<file path="src/rtl/core/asvg_pkg.sv">
package asvg_pkg;

    // Field and datapath widths.
    localparam int COORD_WIDTH_DEF = 16;
    localparam int SEG_W           = 7;
    localparam int COUNT_W         = 7;
    localparam int CENTER_W        = 16;
    localparam int RADIUS_W        = 15;
    localparam int RSUM_W          = RADIUS_W + 1;
    localparam int ANGLE_W         = 9;
    localparam int MAG_W           = 15;
    localparam int QIDX_W          = 7;
    localparam int PROD_W          = 16;
    localparam int QUOT_W          = 8;
    localparam int INDEX_W         = 16;
    localparam int CORNER_W        = 3;
    localparam int COLOR_W         = 24;
    localparam int CHAN_W          = 8;
    localparam int MULT_W          = MAG_W + RSUM_W;
    localparam int CFG_INDEX_W     = 4;
    localparam int CFG_DATA_W      = 24;

    // Angle and fixed-point constants.
    localparam int MAX_SEGMENTS    = 127;
    localparam int FULL_TURN       = 360;
    localparam int QUARTER_TURN    = 90;
    localparam int RECIP_SHIFT     = 24;
    localparam int RECIP_W         = 16;
    localparam int RPROD_W         = PROD_W + RECIP_W;
    localparam int RECIP_360       = (1 << RECIP_SHIFT) / FULL_TURN;
    localparam int ROUND_SHIFT     = 14;
    localparam int ROUND_HALF      = 1 << (ROUND_SHIFT - 1);
    localparam int ONE_Q14         = 16384;
    localparam longint unsigned RAD_Q30 = 64'd18740330;
    localparam int LAST_CORNER     = 5;
    localparam int QUEUE_DEPTH     = 2;

    // Reset values of the configuration registers.
    localparam int RESET_SCALE     = 4096;
    localparam int RESET_COUNT     = 36;
    localparam int RESET_COLOR     = 24'hFFFFFF;

    // Configuration register indexes.
    typedef enum logic [CFG_INDEX_W-1:0] {
        CFG_CENTER_X,
        CFG_CENTER_Y,
        CFG_SCALE_X,
        CFG_SCALE_Y,
        CFG_THICKNESS,
        CFG_SEGMENT_COUNT,
        CFG_COLOR_RGB,
        CFG_BASE_INDEX
    } t_cfg_reg;

    // Signed trig value as sign and Q1.14 magnitude.
    typedef struct packed {
        logic             neg;
        logic [MAG_W-1:0] mag;
    } t_trig;

    // One segment's job as handed from the front to the back.
    typedef struct packed {
        t_trig              sin0;
        t_trig              cos0;
        t_trig              sin1;
        t_trig              cos1;
        logic [INDEX_W-1:0] index_base;
    } t_seg_job;

    // Configuration as seen by the datapath; step replaces the segment count.
    typedef struct packed {
        logic signed [CENTER_W-1:0] center_x;
        logic signed [CENTER_W-1:0] center_y;
        logic [RADIUS_W-1:0]        scale_x;
        logic [RADIUS_W-1:0]        scale_y;
        logic [RADIUS_W-1:0]        thickness;
        logic [ANGLE_W-1:0]         step;
        logic [COLOR_W-1:0]         color_rgb;
        logic [INDEX_W-1:0]         base_index;
    } t_cfg;

    typedef logic [MAG_W-1:0]   t_qsin_tab [0:QUARTER_TURN];
    typedef logic [ANGLE_W-1:0] t_step_tab [0:(1 << COUNT_W)-1];

    // Quarter-wave sine in Q1.14 from a Taylor series evaluated in Q30.
    function automatic t_qsin_tab build_qsin();
        t_qsin_tab tab;
        longint unsigned x;
        longint unsigned x2;
        longint unsigned term;
        longint unsigned sum;
        longint unsigned r;
        for (int d = 0; d <= QUARTER_TURN; d++) begin
            x    = 64'(d) * RAD_Q30;
            x2   = (x * x) >> 30;
            term = x;
            sum  = x;
            term = ((term * x2) >> 30) / 64'd6;
            sum  = sum - term;
            term = ((term * x2) >> 30) / 64'd20;
            sum  = sum + term;
            term = ((term * x2) >> 30) / 64'd42;
            sum  = sum - term;
            term = ((term * x2) >> 30) / 64'd72;
            sum  = sum + term;
            term = ((term * x2) >> 30) / 64'd110;
            sum  = sum - term;
            term = ((term * x2) >> 30) / 64'd156;
            sum  = sum + term;
            r    = (sum + 64'd32768) >> 16;
            if (r > 64'(ONE_Q14)) begin
                r = 64'(ONE_Q14);
            end
            tab[d] = MAG_W'(r);
        end
        return tab;
    endfunction

    // Angular step per segment count, found by counting whole steps in a turn.
    function automatic t_step_tab build_step();
        t_step_tab tab;
        int c;
        int s;
        for (int i = 0; i < (1 << COUNT_W); i++) begin
            c = (i > MAX_SEGMENTS) ? MAX_SEGMENTS : i;
            s = 0;
            if (c != 0) begin
                while ((s + 1) * c <= FULL_TURN) begin
                    s = s + 1;
                end
            end
            tab[i] = ANGLE_W'(s);
        end
        return tab;
    endfunction

    localparam t_qsin_tab QSIN     = build_qsin();
    localparam t_step_tab STEP_TAB = build_step();
    localparam logic [ANGLE_W-1:0] RESET_STEP = STEP_TAB[RESET_COUNT];

    // Angle plus a quarter turn, wrapped into one turn.
    function automatic logic [ANGLE_W-1:0] quarter_ahead(input logic [ANGLE_W-1:0] deg);
        logic [ANGLE_W:0] sum;
        sum = {1'b0, deg} + (ANGLE_W+1)'(QUARTER_TURN);
        if (sum >= (ANGLE_W+1)'(FULL_TURN)) begin
            sum = sum - (ANGLE_W+1)'(FULL_TURN);
        end
        return sum[ANGLE_W-1:0];
    endfunction

    // Sine of a whole-degree angle in one turn, by quadrant symmetry.
    function automatic t_trig trig_of(input logic [ANGLE_W-1:0] deg);
        t_trig              t;
        logic [ANGLE_W-1:0] idx;
        if (deg <= ANGLE_W'(QUARTER_TURN)) begin
            idx   = deg;
            t.neg = 1'b0;
        end else if (deg <= ANGLE_W'(2 * QUARTER_TURN)) begin
            idx   = ANGLE_W'(2 * QUARTER_TURN) - deg;
            t.neg = 1'b0;
        end else if (deg <= ANGLE_W'(3 * QUARTER_TURN)) begin
            idx   = deg - ANGLE_W'(2 * QUARTER_TURN);
            t.neg = 1'b1;
        end else begin
            idx   = ANGLE_W'(FULL_TURN) - deg;
            t.neg = 1'b1;
        end
        t.mag = QSIN[idx[QIDX_W-1:0]];
        return t;
    endfunction

endpackage

</file>
<file path="src/rtl/core/asvg_seg_if.sv">
interface asvg_seg_if;
    logic                        valid;
    logic                        ready;
    logic [asvg_pkg::SEG_W-1:0]  segment;

    modport source (output valid, output segment, input ready);
    modport sink   (input valid, input segment, output ready);
endinterface

</file>
<file path="src/rtl/core/asvg_vtx_if.sv">
interface asvg_vtx_if #(
    parameter int COORD_WIDTH = asvg_pkg::COORD_WIDTH_DEF
);
    logic                                 valid;
    logic                                 ready;
    logic signed [COORD_WIDTH-1:0]        vertex_x;
    logic signed [COORD_WIDTH-1:0]        vertex_y;
    logic [asvg_pkg::INDEX_W-1:0]         vertex_index;
    logic [asvg_pkg::CORNER_W-1:0]        corner;
    logic [asvg_pkg::CHAN_W-1:0]          red;
    logic [asvg_pkg::CHAN_W-1:0]          green;
    logic [asvg_pkg::CHAN_W-1:0]          blue;
    logic                                 last;

    modport source (
        output valid, output vertex_x, output vertex_y, output vertex_index,
        output corner, output red, output green, output blue, output last,
        input  ready
    );
    modport sink (
        input  valid, input vertex_x, input vertex_y, input vertex_index,
        input  corner, input red, input green, input blue, input last,
        output ready
    );
endinterface

</file>
<file path="src/rtl/core/asvg_front.sv">
module asvg_front (
    input  logic               i_clk,
    input  logic               i_rst_n,
    input  asvg_pkg::t_cfg     i_cfg,
    asvg_seg_if.sink           i_seg,
    output logic               o_job_valid,
    output asvg_pkg::t_seg_job o_job,
    input  logic               i_job_ready
);

    logic                               adv;
    logic [asvg_pkg::PROD_W-1:0]        seg_ext;
    logic [asvg_pkg::PROD_W-1:0]        step_ext;
    logic [asvg_pkg::PROD_W-1:0]        n_p0;
    logic [asvg_pkg::INDEX_W-1:0]       seg_idx;

    logic                               r_s1_valid;
    logic [asvg_pkg::PROD_W-1:0]        r_s1_p0;
    logic [asvg_pkg::PROD_W-1:0]        r_s1_p1;
    logic [asvg_pkg::INDEX_W-1:0]       r_s1_index;

    logic                               r_s2_valid;
    logic [asvg_pkg::PROD_W-1:0]        r_s2_p0;
    logic [asvg_pkg::PROD_W-1:0]        r_s2_p1;
    logic [asvg_pkg::QUOT_W-1:0]        r_s2_q0;
    logic [asvg_pkg::QUOT_W-1:0]        r_s2_q1;
    logic [asvg_pkg::INDEX_W-1:0]       r_s2_index;

    logic                               r_s3_valid;
    logic [asvg_pkg::ANGLE_W-1:0]       r_s3_a0;
    logic [asvg_pkg::ANGLE_W-1:0]       r_s3_a1;
    logic [asvg_pkg::INDEX_W-1:0]       r_s3_index;

    // Estimate of p / 360 by reciprocal multiplication; low by at most one.
    function automatic logic [asvg_pkg::QUOT_W-1:0] quot_est(
        input logic [asvg_pkg::PROD_W-1:0] p
    );
        logic [asvg_pkg::RPROD_W-1:0] prod;
        prod = asvg_pkg::RPROD_W'(p) * asvg_pkg::RPROD_W'(asvg_pkg::RECIP_360);
        return asvg_pkg::QUOT_W'(prod >> asvg_pkg::RECIP_SHIFT);
    endfunction

    // Remainder from the estimate, then one correcting subtract.
    function automatic logic [asvg_pkg::ANGLE_W-1:0] rem_fix(
        input logic [asvg_pkg::PROD_W-1:0] p,
        input logic [asvg_pkg::QUOT_W-1:0] q
    );
        logic [asvg_pkg::PROD_W-1:0] rem;
        rem = p - asvg_pkg::PROD_W'(q) * asvg_pkg::PROD_W'(asvg_pkg::FULL_TURN);
        if (rem >= asvg_pkg::PROD_W'(asvg_pkg::FULL_TURN)) begin
            rem = rem - asvg_pkg::PROD_W'(asvg_pkg::FULL_TURN);
        end
        return rem[asvg_pkg::ANGLE_W-1:0];
    endfunction

    // The whole front moves together unless its last stage is blocked.
    assign adv         = !r_s3_valid || i_job_ready;
    assign i_seg.ready = adv;

    assign seg_ext  = asvg_pkg::PROD_W'(i_seg.segment);
    assign step_ext = asvg_pkg::PROD_W'(i_cfg.step);
    assign n_p0     = seg_ext * step_ext;
    assign seg_idx  = asvg_pkg::INDEX_W'(i_seg.segment);

    // Stage valid bits.
    always_ff @(posedge i_clk) begin
        if (!i_rst_n) begin
            r_s1_valid <= 1'b0;
            r_s2_valid <= 1'b0;
            r_s3_valid <= 1'b0;
        end else if (adv) begin
            r_s1_valid <= i_seg.valid;
            r_s2_valid <= r_s1_valid;
            r_s3_valid <= r_s2_valid;
        end
    end

    // Angle products, quotient estimates and reduced angles.
    always_ff @(posedge i_clk) begin
        if (adv) begin
            r_s1_p0    <= n_p0;
            r_s1_p1    <= n_p0 + step_ext;
            r_s1_index <= i_cfg.base_index + (seg_idx << 2) + (seg_idx << 1);

            r_s2_p0    <= r_s1_p0;
            r_s2_p1    <= r_s1_p1;
            r_s2_q0    <= quot_est(r_s1_p0);
            r_s2_q1    <= quot_est(r_s1_p1);
            r_s2_index <= r_s1_index;

            r_s3_a0    <= rem_fix(r_s2_p0, r_s2_q0);
            r_s3_a1    <= rem_fix(r_s2_p1, r_s2_q1);
            r_s3_index <= r_s2_index;
        end
    end

    // Table lookups for both angles feed the queue.
    assign o_job_valid      = r_s3_valid;
    assign o_job.sin0       = asvg_pkg::trig_of(r_s3_a0);
    assign o_job.cos0       = asvg_pkg::trig_of(asvg_pkg::quarter_ahead(r_s3_a0));
    assign o_job.sin1       = asvg_pkg::trig_of(r_s3_a1);
    assign o_job.cos1       = asvg_pkg::trig_of(asvg_pkg::quarter_ahead(r_s3_a1));
    assign o_job.index_base = r_s3_index;

endmodule

</file>
<file path="src/rtl/core/asvg_queue.sv">
module asvg_queue (
    input  logic               i_clk,
    input  logic               i_rst_n,
    input  logic               i_push_valid,
    output logic               o_push_ready,
    input  asvg_pkg::t_seg_job i_push_data,
    output logic               o_pop_valid,
    input  logic               i_pop_ready,
    output asvg_pkg::t_seg_job o_pop_data
);

    localparam int DEPTH = asvg_pkg::QUEUE_DEPTH;
    localparam int PTR_W = (DEPTH > 1) ? $clog2(DEPTH) : 1;
    localparam int CNT_W = $clog2(DEPTH + 1);

    asvg_pkg::t_seg_job r_mem [DEPTH];
    logic [PTR_W-1:0]   r_wr_ptr;
    logic [PTR_W-1:0]   r_rd_ptr;
    logic [CNT_W-1:0]   r_count;
    logic               push;
    logic               pop;

    assign o_push_ready = (r_count != CNT_W'(DEPTH));
    assign o_pop_valid  = (r_count != '0);
    assign o_pop_data   = r_mem[r_rd_ptr];
    assign push         = i_push_valid && o_push_ready;
    assign pop          = o_pop_valid && i_pop_ready;

    // Pointers and fill level.
    always_ff @(posedge i_clk) begin
        if (!i_rst_n) begin
            r_wr_ptr <= '0;
            r_rd_ptr <= '0;
            r_count  <= '0;
        end else begin
            if (push) begin
                r_wr_ptr <= (r_wr_ptr == PTR_W'(DEPTH - 1)) ? '0 : r_wr_ptr + 1'b1;
            end
            if (pop) begin
                r_rd_ptr <= (r_rd_ptr == PTR_W'(DEPTH - 1)) ? '0 : r_rd_ptr + 1'b1;
            end
            if (push && !pop) begin
                r_count <= r_count + 1'b1;
            end else if (pop && !push) begin
                r_count <= r_count - 1'b1;
            end
        end
    end

    // Entry storage.
    always_ff @(posedge i_clk) begin
        if (push) begin
            r_mem[r_wr_ptr] <= i_push_data;
        end
    end

endmodule

</file>
<file path="src/rtl/core/asvg_back.sv">
module asvg_back #(
    parameter int COORD_WIDTH = asvg_pkg::COORD_WIDTH_DEF
) (
    input  logic               i_clk,
    input  logic               i_rst_n,
    input  asvg_pkg::t_cfg     i_cfg,
    input  logic               i_job_valid,
    input  asvg_pkg::t_seg_job i_job,
    output logic               o_job_ready,
    asvg_vtx_if.source         o_vtx
);

    localparam int TERM_W = asvg_pkg::MULT_W + 1 - asvg_pkg::ROUND_SHIFT;
    localparam int SUM_W  = ((COORD_WIDTH > TERM_W) ? COORD_WIDTH : TERM_W) + 2;
    localparam longint SAT_HI = (longint'(1) << (COORD_WIDTH - 1)) - 1;
    localparam longint SAT_LO = -SAT_HI - 1;

    logic                              out_adv;
    logic                              b1_adv;
    logic                              issue;
    logic                              at_last;
    logic                              use_a1;
    logic                              outer;
    asvg_pkg::t_trig                   trig_x;
    asvg_pkg::t_trig                   trig_y;
    logic [asvg_pkg::RSUM_W-1:0]       rad_x;
    logic [asvg_pkg::RSUM_W-1:0]       rad_y;

    logic [asvg_pkg::CORNER_W-1:0]     r_corner;

    logic                              r_b1_valid;
    logic [asvg_pkg::MULT_W-1:0]       r_b1_prod_x;
    logic [asvg_pkg::MULT_W-1:0]       r_b1_prod_y;
    logic                              r_b1_neg_x;
    logic                              r_b1_neg_y;
    logic [asvg_pkg::INDEX_W-1:0]      r_b1_index;
    logic [asvg_pkg::CORNER_W-1:0]     r_b1_corner;
    logic                              r_b1_last;

    logic                              r_out_valid;
    logic signed [COORD_WIDTH-1:0]     r_out_x;
    logic signed [COORD_WIDTH-1:0]     r_out_y;
    logic [asvg_pkg::INDEX_W-1:0]      r_out_index;
    logic [asvg_pkg::CORNER_W-1:0]     r_out_corner;
    logic [asvg_pkg::COLOR_W-1:0]      r_out_color;
    logic                              r_out_last;

    // Rounded product given the trig sign, added to the center and saturated.
    function automatic logic signed [COORD_WIDTH-1:0] place(
        input logic signed [asvg_pkg::CENTER_W-1:0] center,
        input logic                                 neg,
        input logic [asvg_pkg::MULT_W-1:0]          prod
    );
        logic [asvg_pkg::MULT_W:0] rounded;
        logic signed [SUM_W-1:0]   term;
        logic signed [SUM_W-1:0]   v;
        rounded = {1'b0, prod} + (asvg_pkg::MULT_W+1)'(asvg_pkg::ROUND_HALF);
        term    = $signed(SUM_W'(rounded >> asvg_pkg::ROUND_SHIFT));
        v       = SUM_W'(center) + (neg ? -term : term);
        if (v > SUM_W'(SAT_HI)) begin
            v = SUM_W'(SAT_HI);
        end
        if (v < SUM_W'(SAT_LO)) begin
            v = SUM_W'(SAT_LO);
        end
        return COORD_WIDTH'(v);
    endfunction

    // Output register frees when taken; the multiply stage frees into it.
    assign out_adv     = !r_out_valid || o_vtx.ready;
    assign b1_adv      = !r_b1_valid || out_adv;
    assign issue       = i_job_valid && b1_adv;
    assign at_last     = (r_corner == asvg_pkg::CORNER_W'(asvg_pkg::LAST_CORNER));
    assign o_job_ready = b1_adv && at_last;

    // Corners two to four use the far angle; odd corners lie on the outer edge.
    assign use_a1 = (r_corner >= asvg_pkg::CORNER_W'(2)) && (r_corner <= asvg_pkg::CORNER_W'(4));
    assign outer  = r_corner[0];
    assign trig_x = use_a1 ? i_job.cos1 : i_job.cos0;
    assign trig_y = use_a1 ? i_job.sin1 : i_job.sin0;
    assign rad_x  = asvg_pkg::RSUM_W'(i_cfg.scale_x)
                  + (outer ? asvg_pkg::RSUM_W'(i_cfg.thickness) : '0);
    assign rad_y  = asvg_pkg::RSUM_W'(i_cfg.scale_y)
                  + (outer ? asvg_pkg::RSUM_W'(i_cfg.thickness) : '0);

    // Control: corner counter and stage valid bits.
    always_ff @(posedge i_clk) begin
        if (!i_rst_n) begin
            r_corner    <= '0;
            r_b1_valid  <= 1'b0;
            r_out_valid <= 1'b0;
        end else begin
            if (issue) begin
                r_corner <= at_last ? '0 : r_corner + 1'b1;
            end
            if (b1_adv) begin
                r_b1_valid <= issue;
            end
            if (out_adv) begin
                r_out_valid <= r_b1_valid;
            end
        end
    end

    // Multiply stage.
    always_ff @(posedge i_clk) begin
        if (b1_adv) begin
            r_b1_prod_x <= asvg_pkg::MULT_W'(trig_x.mag) * asvg_pkg::MULT_W'(rad_x);
            r_b1_prod_y <= asvg_pkg::MULT_W'(trig_y.mag) * asvg_pkg::MULT_W'(rad_y);
            r_b1_neg_x  <= trig_x.neg;
            r_b1_neg_y  <= trig_y.neg;
            r_b1_index  <= i_job.index_base + asvg_pkg::INDEX_W'(r_corner);
            r_b1_corner <= r_corner;
            r_b1_last   <= at_last;
        end
    end

    // Output register: round, offset and saturate.
    always_ff @(posedge i_clk) begin
        if (out_adv) begin
            r_out_x      <= place(i_cfg.center_x, r_b1_neg_x, r_b1_prod_x);
            r_out_y      <= place(i_cfg.center_y, r_b1_neg_y, r_b1_prod_y);
            r_out_index  <= r_b1_index;
            r_out_corner <= r_b1_corner;
            r_out_color  <= i_cfg.color_rgb;
            r_out_last   <= r_b1_last;
        end
    end

    assign o_vtx.valid        = r_out_valid;
    assign o_vtx.vertex_x     = r_out_x;
    assign o_vtx.vertex_y     = r_out_y;
    assign o_vtx.vertex_index = r_out_index;
    assign o_vtx.corner       = r_out_corner;
    assign o_vtx.red          = r_out_color[3*asvg_pkg::CHAN_W-1:2*asvg_pkg::CHAN_W];
    assign o_vtx.green        = r_out_color[2*asvg_pkg::CHAN_W-1:asvg_pkg::CHAN_W];
    assign o_vtx.blue         = r_out_color[asvg_pkg::CHAN_W-1:0];
    assign o_vtx.last         = r_out_last;

endmodule

</file>
<file path="src/rtl/core/annulus_segment_vertex_generator.sv">
// Channel   Direction  Carries                               Transfer when
// i_seg     in         segment number (7 bits)               valid && ready
// o_vtx     out        x, y, index, corner, color, last      valid && ready
// i_cfg_*   in         register index and data, write only   i_cfg_we
//
// Each segment yields six vertices, one per cycle while the output is not stalled;
// the back's corner counter steps through them ahead of its one multiply stage.
// A segment passes the front stages, queue, multiply stage and output register.
// Synchronous active-low reset clears the pipelines and queue and loads the
// register reset values; no clearing pass follows.
// A stalled output holds the back; a two-entry queue lets the front keep taking
// segments until it fills.
module annulus_segment_vertex_generator #(
    parameter int COORD_WIDTH = asvg_pkg::COORD_WIDTH_DEF
) (
    input  logic                             i_clk,
    input  logic                             i_rst_n,
    input  logic                             i_cfg_we,
    input  logic [asvg_pkg::CFG_INDEX_W-1:0] i_cfg_index,
    input  logic [asvg_pkg::CFG_DATA_W-1:0]  i_cfg_data,
    asvg_seg_if.sink                         i_seg,
    asvg_vtx_if.source                       o_vtx
);

    asvg_pkg::t_cfg     r_cfg;
    logic               job_valid;
    logic               job_ready;
    asvg_pkg::t_seg_job job;
    logic               pop_valid;
    logic               pop_ready;
    asvg_pkg::t_seg_job pop_job;

    // Configuration registers; the segment count is kept as its angular step.
    always_ff @(posedge i_clk) begin
        if (!i_rst_n) begin
            r_cfg.center_x   <= '0;
            r_cfg.center_y   <= '0;
            r_cfg.scale_x    <= asvg_pkg::RADIUS_W'(asvg_pkg::RESET_SCALE);
            r_cfg.scale_y    <= asvg_pkg::RADIUS_W'(asvg_pkg::RESET_SCALE);
            r_cfg.thickness  <= '0;
            r_cfg.step       <= asvg_pkg::RESET_STEP;
            r_cfg.color_rgb  <= asvg_pkg::COLOR_W'(asvg_pkg::RESET_COLOR);
            r_cfg.base_index <= '0;
        end else if (i_cfg_we) begin
            case (asvg_pkg::t_cfg_reg'(i_cfg_index))
                asvg_pkg::CFG_CENTER_X: begin
                    r_cfg.center_x <= i_cfg_data[asvg_pkg::CENTER_W-1:0];
                end
                asvg_pkg::CFG_CENTER_Y: begin
                    r_cfg.center_y <= i_cfg_data[asvg_pkg::CENTER_W-1:0];
                end
                asvg_pkg::CFG_SCALE_X: begin
                    r_cfg.scale_x <= i_cfg_data[asvg_pkg::RADIUS_W-1:0];
                end
                asvg_pkg::CFG_SCALE_Y: begin
                    r_cfg.scale_y <= i_cfg_data[asvg_pkg::RADIUS_W-1:0];
                end
                asvg_pkg::CFG_THICKNESS: begin
                    r_cfg.thickness <= i_cfg_data[asvg_pkg::RADIUS_W-1:0];
                end
                asvg_pkg::CFG_SEGMENT_COUNT: begin
                    r_cfg.step <= asvg_pkg::STEP_TAB[i_cfg_data[asvg_pkg::COUNT_W-1:0]];
                end
                asvg_pkg::CFG_COLOR_RGB: begin
                    r_cfg.color_rgb <= i_cfg_data[asvg_pkg::COLOR_W-1:0];
                end
                asvg_pkg::CFG_BASE_INDEX: begin
                    r_cfg.base_index <= i_cfg_data[asvg_pkg::INDEX_W-1:0];
                end
                default: begin
                end
            endcase
        end
    end

    asvg_front u_front (
        .i_clk       (i_clk),
        .i_rst_n     (i_rst_n),
        .i_cfg       (r_cfg),
        .i_seg       (i_seg),
        .o_job_valid (job_valid),
        .o_job       (job),
        .i_job_ready (job_ready)
    );

    asvg_queue u_queue (
        .i_clk        (i_clk),
        .i_rst_n      (i_rst_n),
        .i_push_valid (job_valid),
        .o_push_ready (job_ready),
        .i_push_data  (job),
        .o_pop_valid  (pop_valid),
        .i_pop_ready  (pop_ready),
        .o_pop_data   (pop_job)
    );

    asvg_back #(
        .COORD_WIDTH (COORD_WIDTH)
    ) u_back (
        .i_clk       (i_clk),
        .i_rst_n     (i_rst_n),
        .i_cfg       (r_cfg),
        .i_job_valid (pop_valid),
        .i_job       (pop_job),
        .o_job_ready (pop_ready),
        .o_vtx       (o_vtx)
    );

endmodule
</file>
<file path="src/flat_wrapper.sv">
// flat-port wrapper written by rule: the top's interface ports become plain ports
module annulus_segment_vertex_generator_flat 
#(
    parameter int COORD_WIDTH = asvg_pkg::COORD_WIDTH_DEF
)
  (i_clk, i_rst_n, i_cfg_we, i_cfg_index, i_cfg_data, i_seg_valid, i_seg_segment, i_seg_ready, o_vtx_valid, o_vtx_vertex_x, o_vtx_vertex_y, o_vtx_vertex_index, o_vtx_corner, o_vtx_red, o_vtx_green, o_vtx_blue, o_vtx_last, o_vtx_ready);
  asvg_seg_if i_seg_i ();
  asvg_vtx_if #(.COORD_WIDTH(COORD_WIDTH)) o_vtx_i ();
  input  logic i_clk;
  input  logic i_rst_n;
  input  logic i_cfg_we;
  input  logic [asvg_pkg::CFG_INDEX_W-1:0] i_cfg_index;
  input  logic [asvg_pkg::CFG_DATA_W-1:0] i_cfg_data;
  input wire logic [$bits(i_seg_i.valid)-1:0] i_seg_valid;
  input wire logic [$bits(i_seg_i.segment)-1:0] i_seg_segment;
  output wire logic [$bits(i_seg_i.ready)-1:0] i_seg_ready;
  output wire logic [$bits(o_vtx_i.valid)-1:0] o_vtx_valid;
  output wire logic [$bits(o_vtx_i.vertex_x)-1:0] o_vtx_vertex_x;
  output wire logic [$bits(o_vtx_i.vertex_y)-1:0] o_vtx_vertex_y;
  output wire logic [$bits(o_vtx_i.vertex_index)-1:0] o_vtx_vertex_index;
  output wire logic [$bits(o_vtx_i.corner)-1:0] o_vtx_corner;
  output wire logic [$bits(o_vtx_i.red)-1:0] o_vtx_red;
  output wire logic [$bits(o_vtx_i.green)-1:0] o_vtx_green;
  output wire logic [$bits(o_vtx_i.blue)-1:0] o_vtx_blue;
  output wire logic [$bits(o_vtx_i.last)-1:0] o_vtx_last;
  input wire logic [$bits(o_vtx_i.ready)-1:0] o_vtx_ready;
  assign i_seg_i.valid = i_seg_valid;
  assign i_seg_i.segment = i_seg_segment;
  assign i_seg_ready = i_seg_i.ready;
  assign o_vtx_valid = o_vtx_i.valid;
  assign o_vtx_vertex_x = o_vtx_i.vertex_x;
  assign o_vtx_vertex_y = o_vtx_i.vertex_y;
  assign o_vtx_vertex_index = o_vtx_i.vertex_index;
  assign o_vtx_corner = o_vtx_i.corner;
  assign o_vtx_red = o_vtx_i.red;
  assign o_vtx_green = o_vtx_i.green;
  assign o_vtx_blue = o_vtx_i.blue;
  assign o_vtx_last = o_vtx_i.last;
  assign o_vtx_i.ready = o_vtx_ready;
  annulus_segment_vertex_generator #(.COORD_WIDTH(COORD_WIDTH)) u_core (.i_clk(i_clk), .i_rst_n(i_rst_n), .i_cfg_we(i_cfg_we), .i_cfg_index(i_cfg_index), .i_cfg_data(i_cfg_data), .i_seg(i_seg_i), .o_vtx(o_vtx_i));
endmodule
</file>
<file path="config.mk">
export PLATFORM = sky130hd
export DESIGN_NAME = annulus_segment_vertex_generator_flat
export DESIGN_NICKNAME = d
export VERILOG_FILES = /design/src/rtl/core/asvg_pkg.sv /design/src/rtl/core/asvg_seg_if.sv /design/src/rtl/core/asvg_vtx_if.sv /design/src/rtl/core/asvg_front.sv /design/src/rtl/core/asvg_queue.sv /design/src/rtl/core/asvg_back.sv /design/src/rtl/core/annulus_segment_vertex_generator.sv /design/src/flat_wrapper.sv
export SDC_FILE = /design/constraint.sdc
export NUM_CORES = 2
export LEC_CHECK = 0
export BUFFER_PORTS_ARGS = -buffer_cell sky130_fd_sc_hd__buf_2
export CAP_MARGIN = 20
export CELL_PAD_IN_SITES_DETAIL_PLACEMENT = 0
export CELL_PAD_IN_SITES_GLOBAL_PLACEMENT = 2
export CORE_AREA = 2 2 377 379
export DETAILED_ROUTE_END_ITERATION = 8
export DIE_AREA = 0 0 379 381
export GPL_TIMING_DRIVEN = 0
export MAX_ROUTING_LAYER = met4
export PLACE_DENSITY_LB_ADDON = 0.25
export SETUP_SLACK_MARGIN = 0.1
export SYNTH_ARGS = -nofsm -noshare
export SYNTH_HDL_FRONTEND = slang
export SYNTH_SLANG_ARGS = --single-unit
export TNS_END_PERCENT = 10
</file>
<file path="constraint.sdc">
create_clock -name i_clk -period 23.4 [get_ports i_clk]
set_input_delay 4.68 -clock i_clk [delete_from_list [all_inputs] [get_ports i_clk]]
set_output_delay 4.68 -clock i_clk [all_outputs]
set_load 0.02 [all_outputs]
</file>
==> impl_results.md <==
- Outcome: finished, final reports clean
- Hold path start: u_core.u_front.r_s2_p0[1]$_DFFE_PP_
- First-pass GRT wire length: 309000 µm
- Skew-Pair Late Insertion Delay: 690 ps
- CTS Buf Count: 74
- DRC: 0
- Worst hold path depth: 0
- Delay of the slowest cell on the worst path: 850 ps
- Reg2Reg Depth: 43
- CTS root buffer: clkbuf_16
- Crit-path most repeated cell: fa_1
- Flop-to-flop setup slack: 10400 ps
- Most frequent cells in the layout: 885 x inv_1, 841 x nand2_1, 684 x ha_1
- # setup viols final: 0
- RSZ-0062 raised after global routing: false
- Die X-Extent: 379 µm
- WP data required: 23920 ps
- Clock Sink Count: 579
- Die ar.: 144000 µm²
- Final ANT Viol Nets: 0
- IO Port Bufs: 114
- Syn avg cell area: 9.21 µm²
- Final HPWL DP: 158000 µm
- FF+latch count, synth: 579
- Std cell rows: 138
- Fill cells: 13500
- Clock skew: 37.9 ps
- Largest net degree at the start of global routing: 54
- Worst Hold Endpoint: u_core.u_front.r_s3_a0[1]$_DFFE_PP_
- Number of H-tree levels: 3
- Vias in the first global route: 50500
- GR Overflow Total: 0
- Max-cap violations: 0
- Routed len/inst: 22.1 µm
- Slew Viols, Final: 0
- FFs w/ async S/R, synth: 0%
- Share of cells above drive strength 1: 6.24%
- Resized Gates After CTS: 0
- Final cell count without fillers: 9013
- CORE AREA: 141000 µm²
- Dpl cells: 8864
- Peak Freq: 76.9 MHz
- Syn Std Cell Area: 62900 µm²
- Hold crit path type: reg2reg
- TritonCTS clock tree: done
- Slowest-stage cell, CP: a2111oi_0
- FF+latch area: 16000 µm²
- Post-place setup slack: 10650 ps
- RR Startpoint: u_core.u_back.r_corner[0]$_SDFFE_PN0P_
- Most used DFF post-synth: edfxtp_1
- Maximum root-to-sink buffer count: 3
- Worst-Margin Slew: 1170 ps
- CTS Hold Buffers Added: 0
- Cell variety after synth: 113
- Commonest non-fill, non-tap cell in the layout: inv_1
- Final hold vios: 0
- Drt first-iter violations: 4437
- GP Congestion: 0.946
- Number of synthesized flops with an enable pin: 440
- Routed via count: 50900
- Setup TNS: 0 ps
- Setup Buffers After CTS: 0
- Initial antenna violation count: 5
- Post-Route WL: 199000 µm
- Pre-Repair DR Iteration Count: 5
- CP max FO: 10
- Worst reg2reg path endpoint: u_core.u_back.r_b1_prod_y[29]$_DFFE_PN_
- Ports: 118
- Clk pin slew, worst setup/hold paths: 60 ps
- Die height: 381 µm
- Sequential area share after synthesis: 25.4%
- Area growth from synthesis to layout: 9.55%
- Vias per inst: 5.65
- Initial Utilization: 44.8%
- Tmin final: 13000 ps
- Crit path DAT: 13520 ps
- Post-Syn Instances: 6832
- Crit end category: flop
- Slew HR: 21.3%
- Fin crit share: 55.5%
- Setup ws final: 10400 ps
- Final Core Density: 49.0%
- Nets: 8344
- Area of the multi-input gates: 42300 µm²
- Worst setup SP type: flop
- GRT Total Usage: 28.7%
- Syn_nets: 8119
- Crit Path Category: reg2reg
- YS warnings: 0
## synthesized netlist by cell type (all sizes together), types with 16 or more instances
cell    instances  area (µm²)
a211oi         62         483
a21boi        101         758
a21o           72         541
a21oi         303        1520
a221oi         26         228
a22oi          22         165
a311oi         23         208
a31oi          62         388
and2           83         519
and3           40         250
buf            73         360
clkbuf        243         915
dfxtp         139        2780
edfxtp        440       13200
fa            563       11300
ha            684        8560
inv           896        3360
mux2           16         180
mux2i          63         643
mux4           23         518
nand2         842        3160
nand2b         40         250
nand3         153         766
nand4          25         156
nor2          521        1960
nor2b          85         532
nor3          105         547
o211ai         68         515
o21a           75         571
o21ai         257        1310
o21bai         23         173
o221ai         22         193
o22ai          37         238
or2            25         156
or3            21         131
xnor2         253        2280
xor2           94         823
## how the worst max path moves through the flow
| stage | to | startpoint | slack [ps] |
|---|---|---|---|
| floorplan | u_core.u_back.r_b1_prod_y[29]$_DFFE_PN_ | u_core.u_back.r_corner[0]$_SDFFE_PN0P_ | 13260 |
| global placement | u_core.u_back.r_b1_prod_y[29]$_DFFE_PN_ | u_core.u_back.r_corner[0]$_SDFFE_PN0P_ | 10650 |
| detailed placement | u_core.u_back.r_b1_prod_y[29]$_DFFE_PN_ | u_core.u_back.r_corner[0]$_SDFFE_PN0P_ | 10650 |
| CTS | u_core.u_back.r_b1_prod_y[29]$_DFFE_PN_ | u_core.u_back.r_corner[0]$_SDFFE_PN0P_ | 10620 |
| global route | u_core.u_back.r_b1_prod_y[29]$_DFFE_PN_ | u_core.u_back.r_corner[0]$_SDFFE_PN0P_ | 9520 |
| finish | u_core.u_back.r_b1_prod_y[29]$_DFFE_PN_ | u_core.u_back.r_corner[0]$_SDFFE_PN0P_ | 10400 |
## layer usage
metal  share of wire (%)  track usage, %  routed length [µm]  vias to the layer above
met5                   0               -                   0                        -
met3                 6.8            4.15               13500                      308
met4                 2.6            6.91                5260                        0
met1                  47            41.7               93900                    25100
met2                  43            42.1               86700                     1754
li1                    -               -                   -                    23700
## registers in the layout (all words and copies together) (netlist names), 18 cells and up, named ones only
register and cells:
u_core.r_cfg 126, u_core.u_back.r_b1_prod_x 18, u_core.u_back.r_b1_prod_y 18, u_core.u_back.r_out_color 24, u_core.u_queue.r_mem 160
## metrics by stage
stage / instance area (µm²) / hold slack (ps)
3_3_place_gp: 65900 / 402
6_report: 68900 / 411
2_1_floorplan: 62900 / 400
3_5_place_dp: 66300 / 405
5_1_grt: 68900 / 417
4_1_cts: 68800 / 419
## worst max-delay path, delay by kind of cell, from the launching register on
kind / cells / cell delay, ps
AND/OR/NAND/NOR: 6 / 1170
flip-flops: 1 / 390
buffers and inverters: 9 / 1700
AO/OA/AOI/OAI: 18 / 5010
adder cells (fa/ha/maj): 8 / 3570
XOR/XNOR: 2 / 970
## logic make-up (layout without fill, tap and decap cells)
logic type	count (synthesis)	in the layout	synth area share [%]
muxes	102	102	2.13
buffers and inverters	1214	1500	7.38
adders and majority gates	1249	1249	31.5
DFF	579	579	25.4
AOI/OAI and AO/OA	1340	1340	14.4
and+or+nand+nor	2001	2001	14.2
other	0	5	0
xor gates and xnor gates	347	347	4.94
## area by class of cell
type,count,share of cell area [%]
multi-input combinational,5039,61.4
buffer,316,1.85
inverter,898,4.89
timing repair buffer,149,1.58
clock inverter,41,0.703
clock buffer,96,2.94
sequential,579,23.2
tap,1890,3.43
antenna,5,0.0182
Power is not shown: default switching activity piles up to over one toggle a cycle in this logic, so the estimate is an artifact.
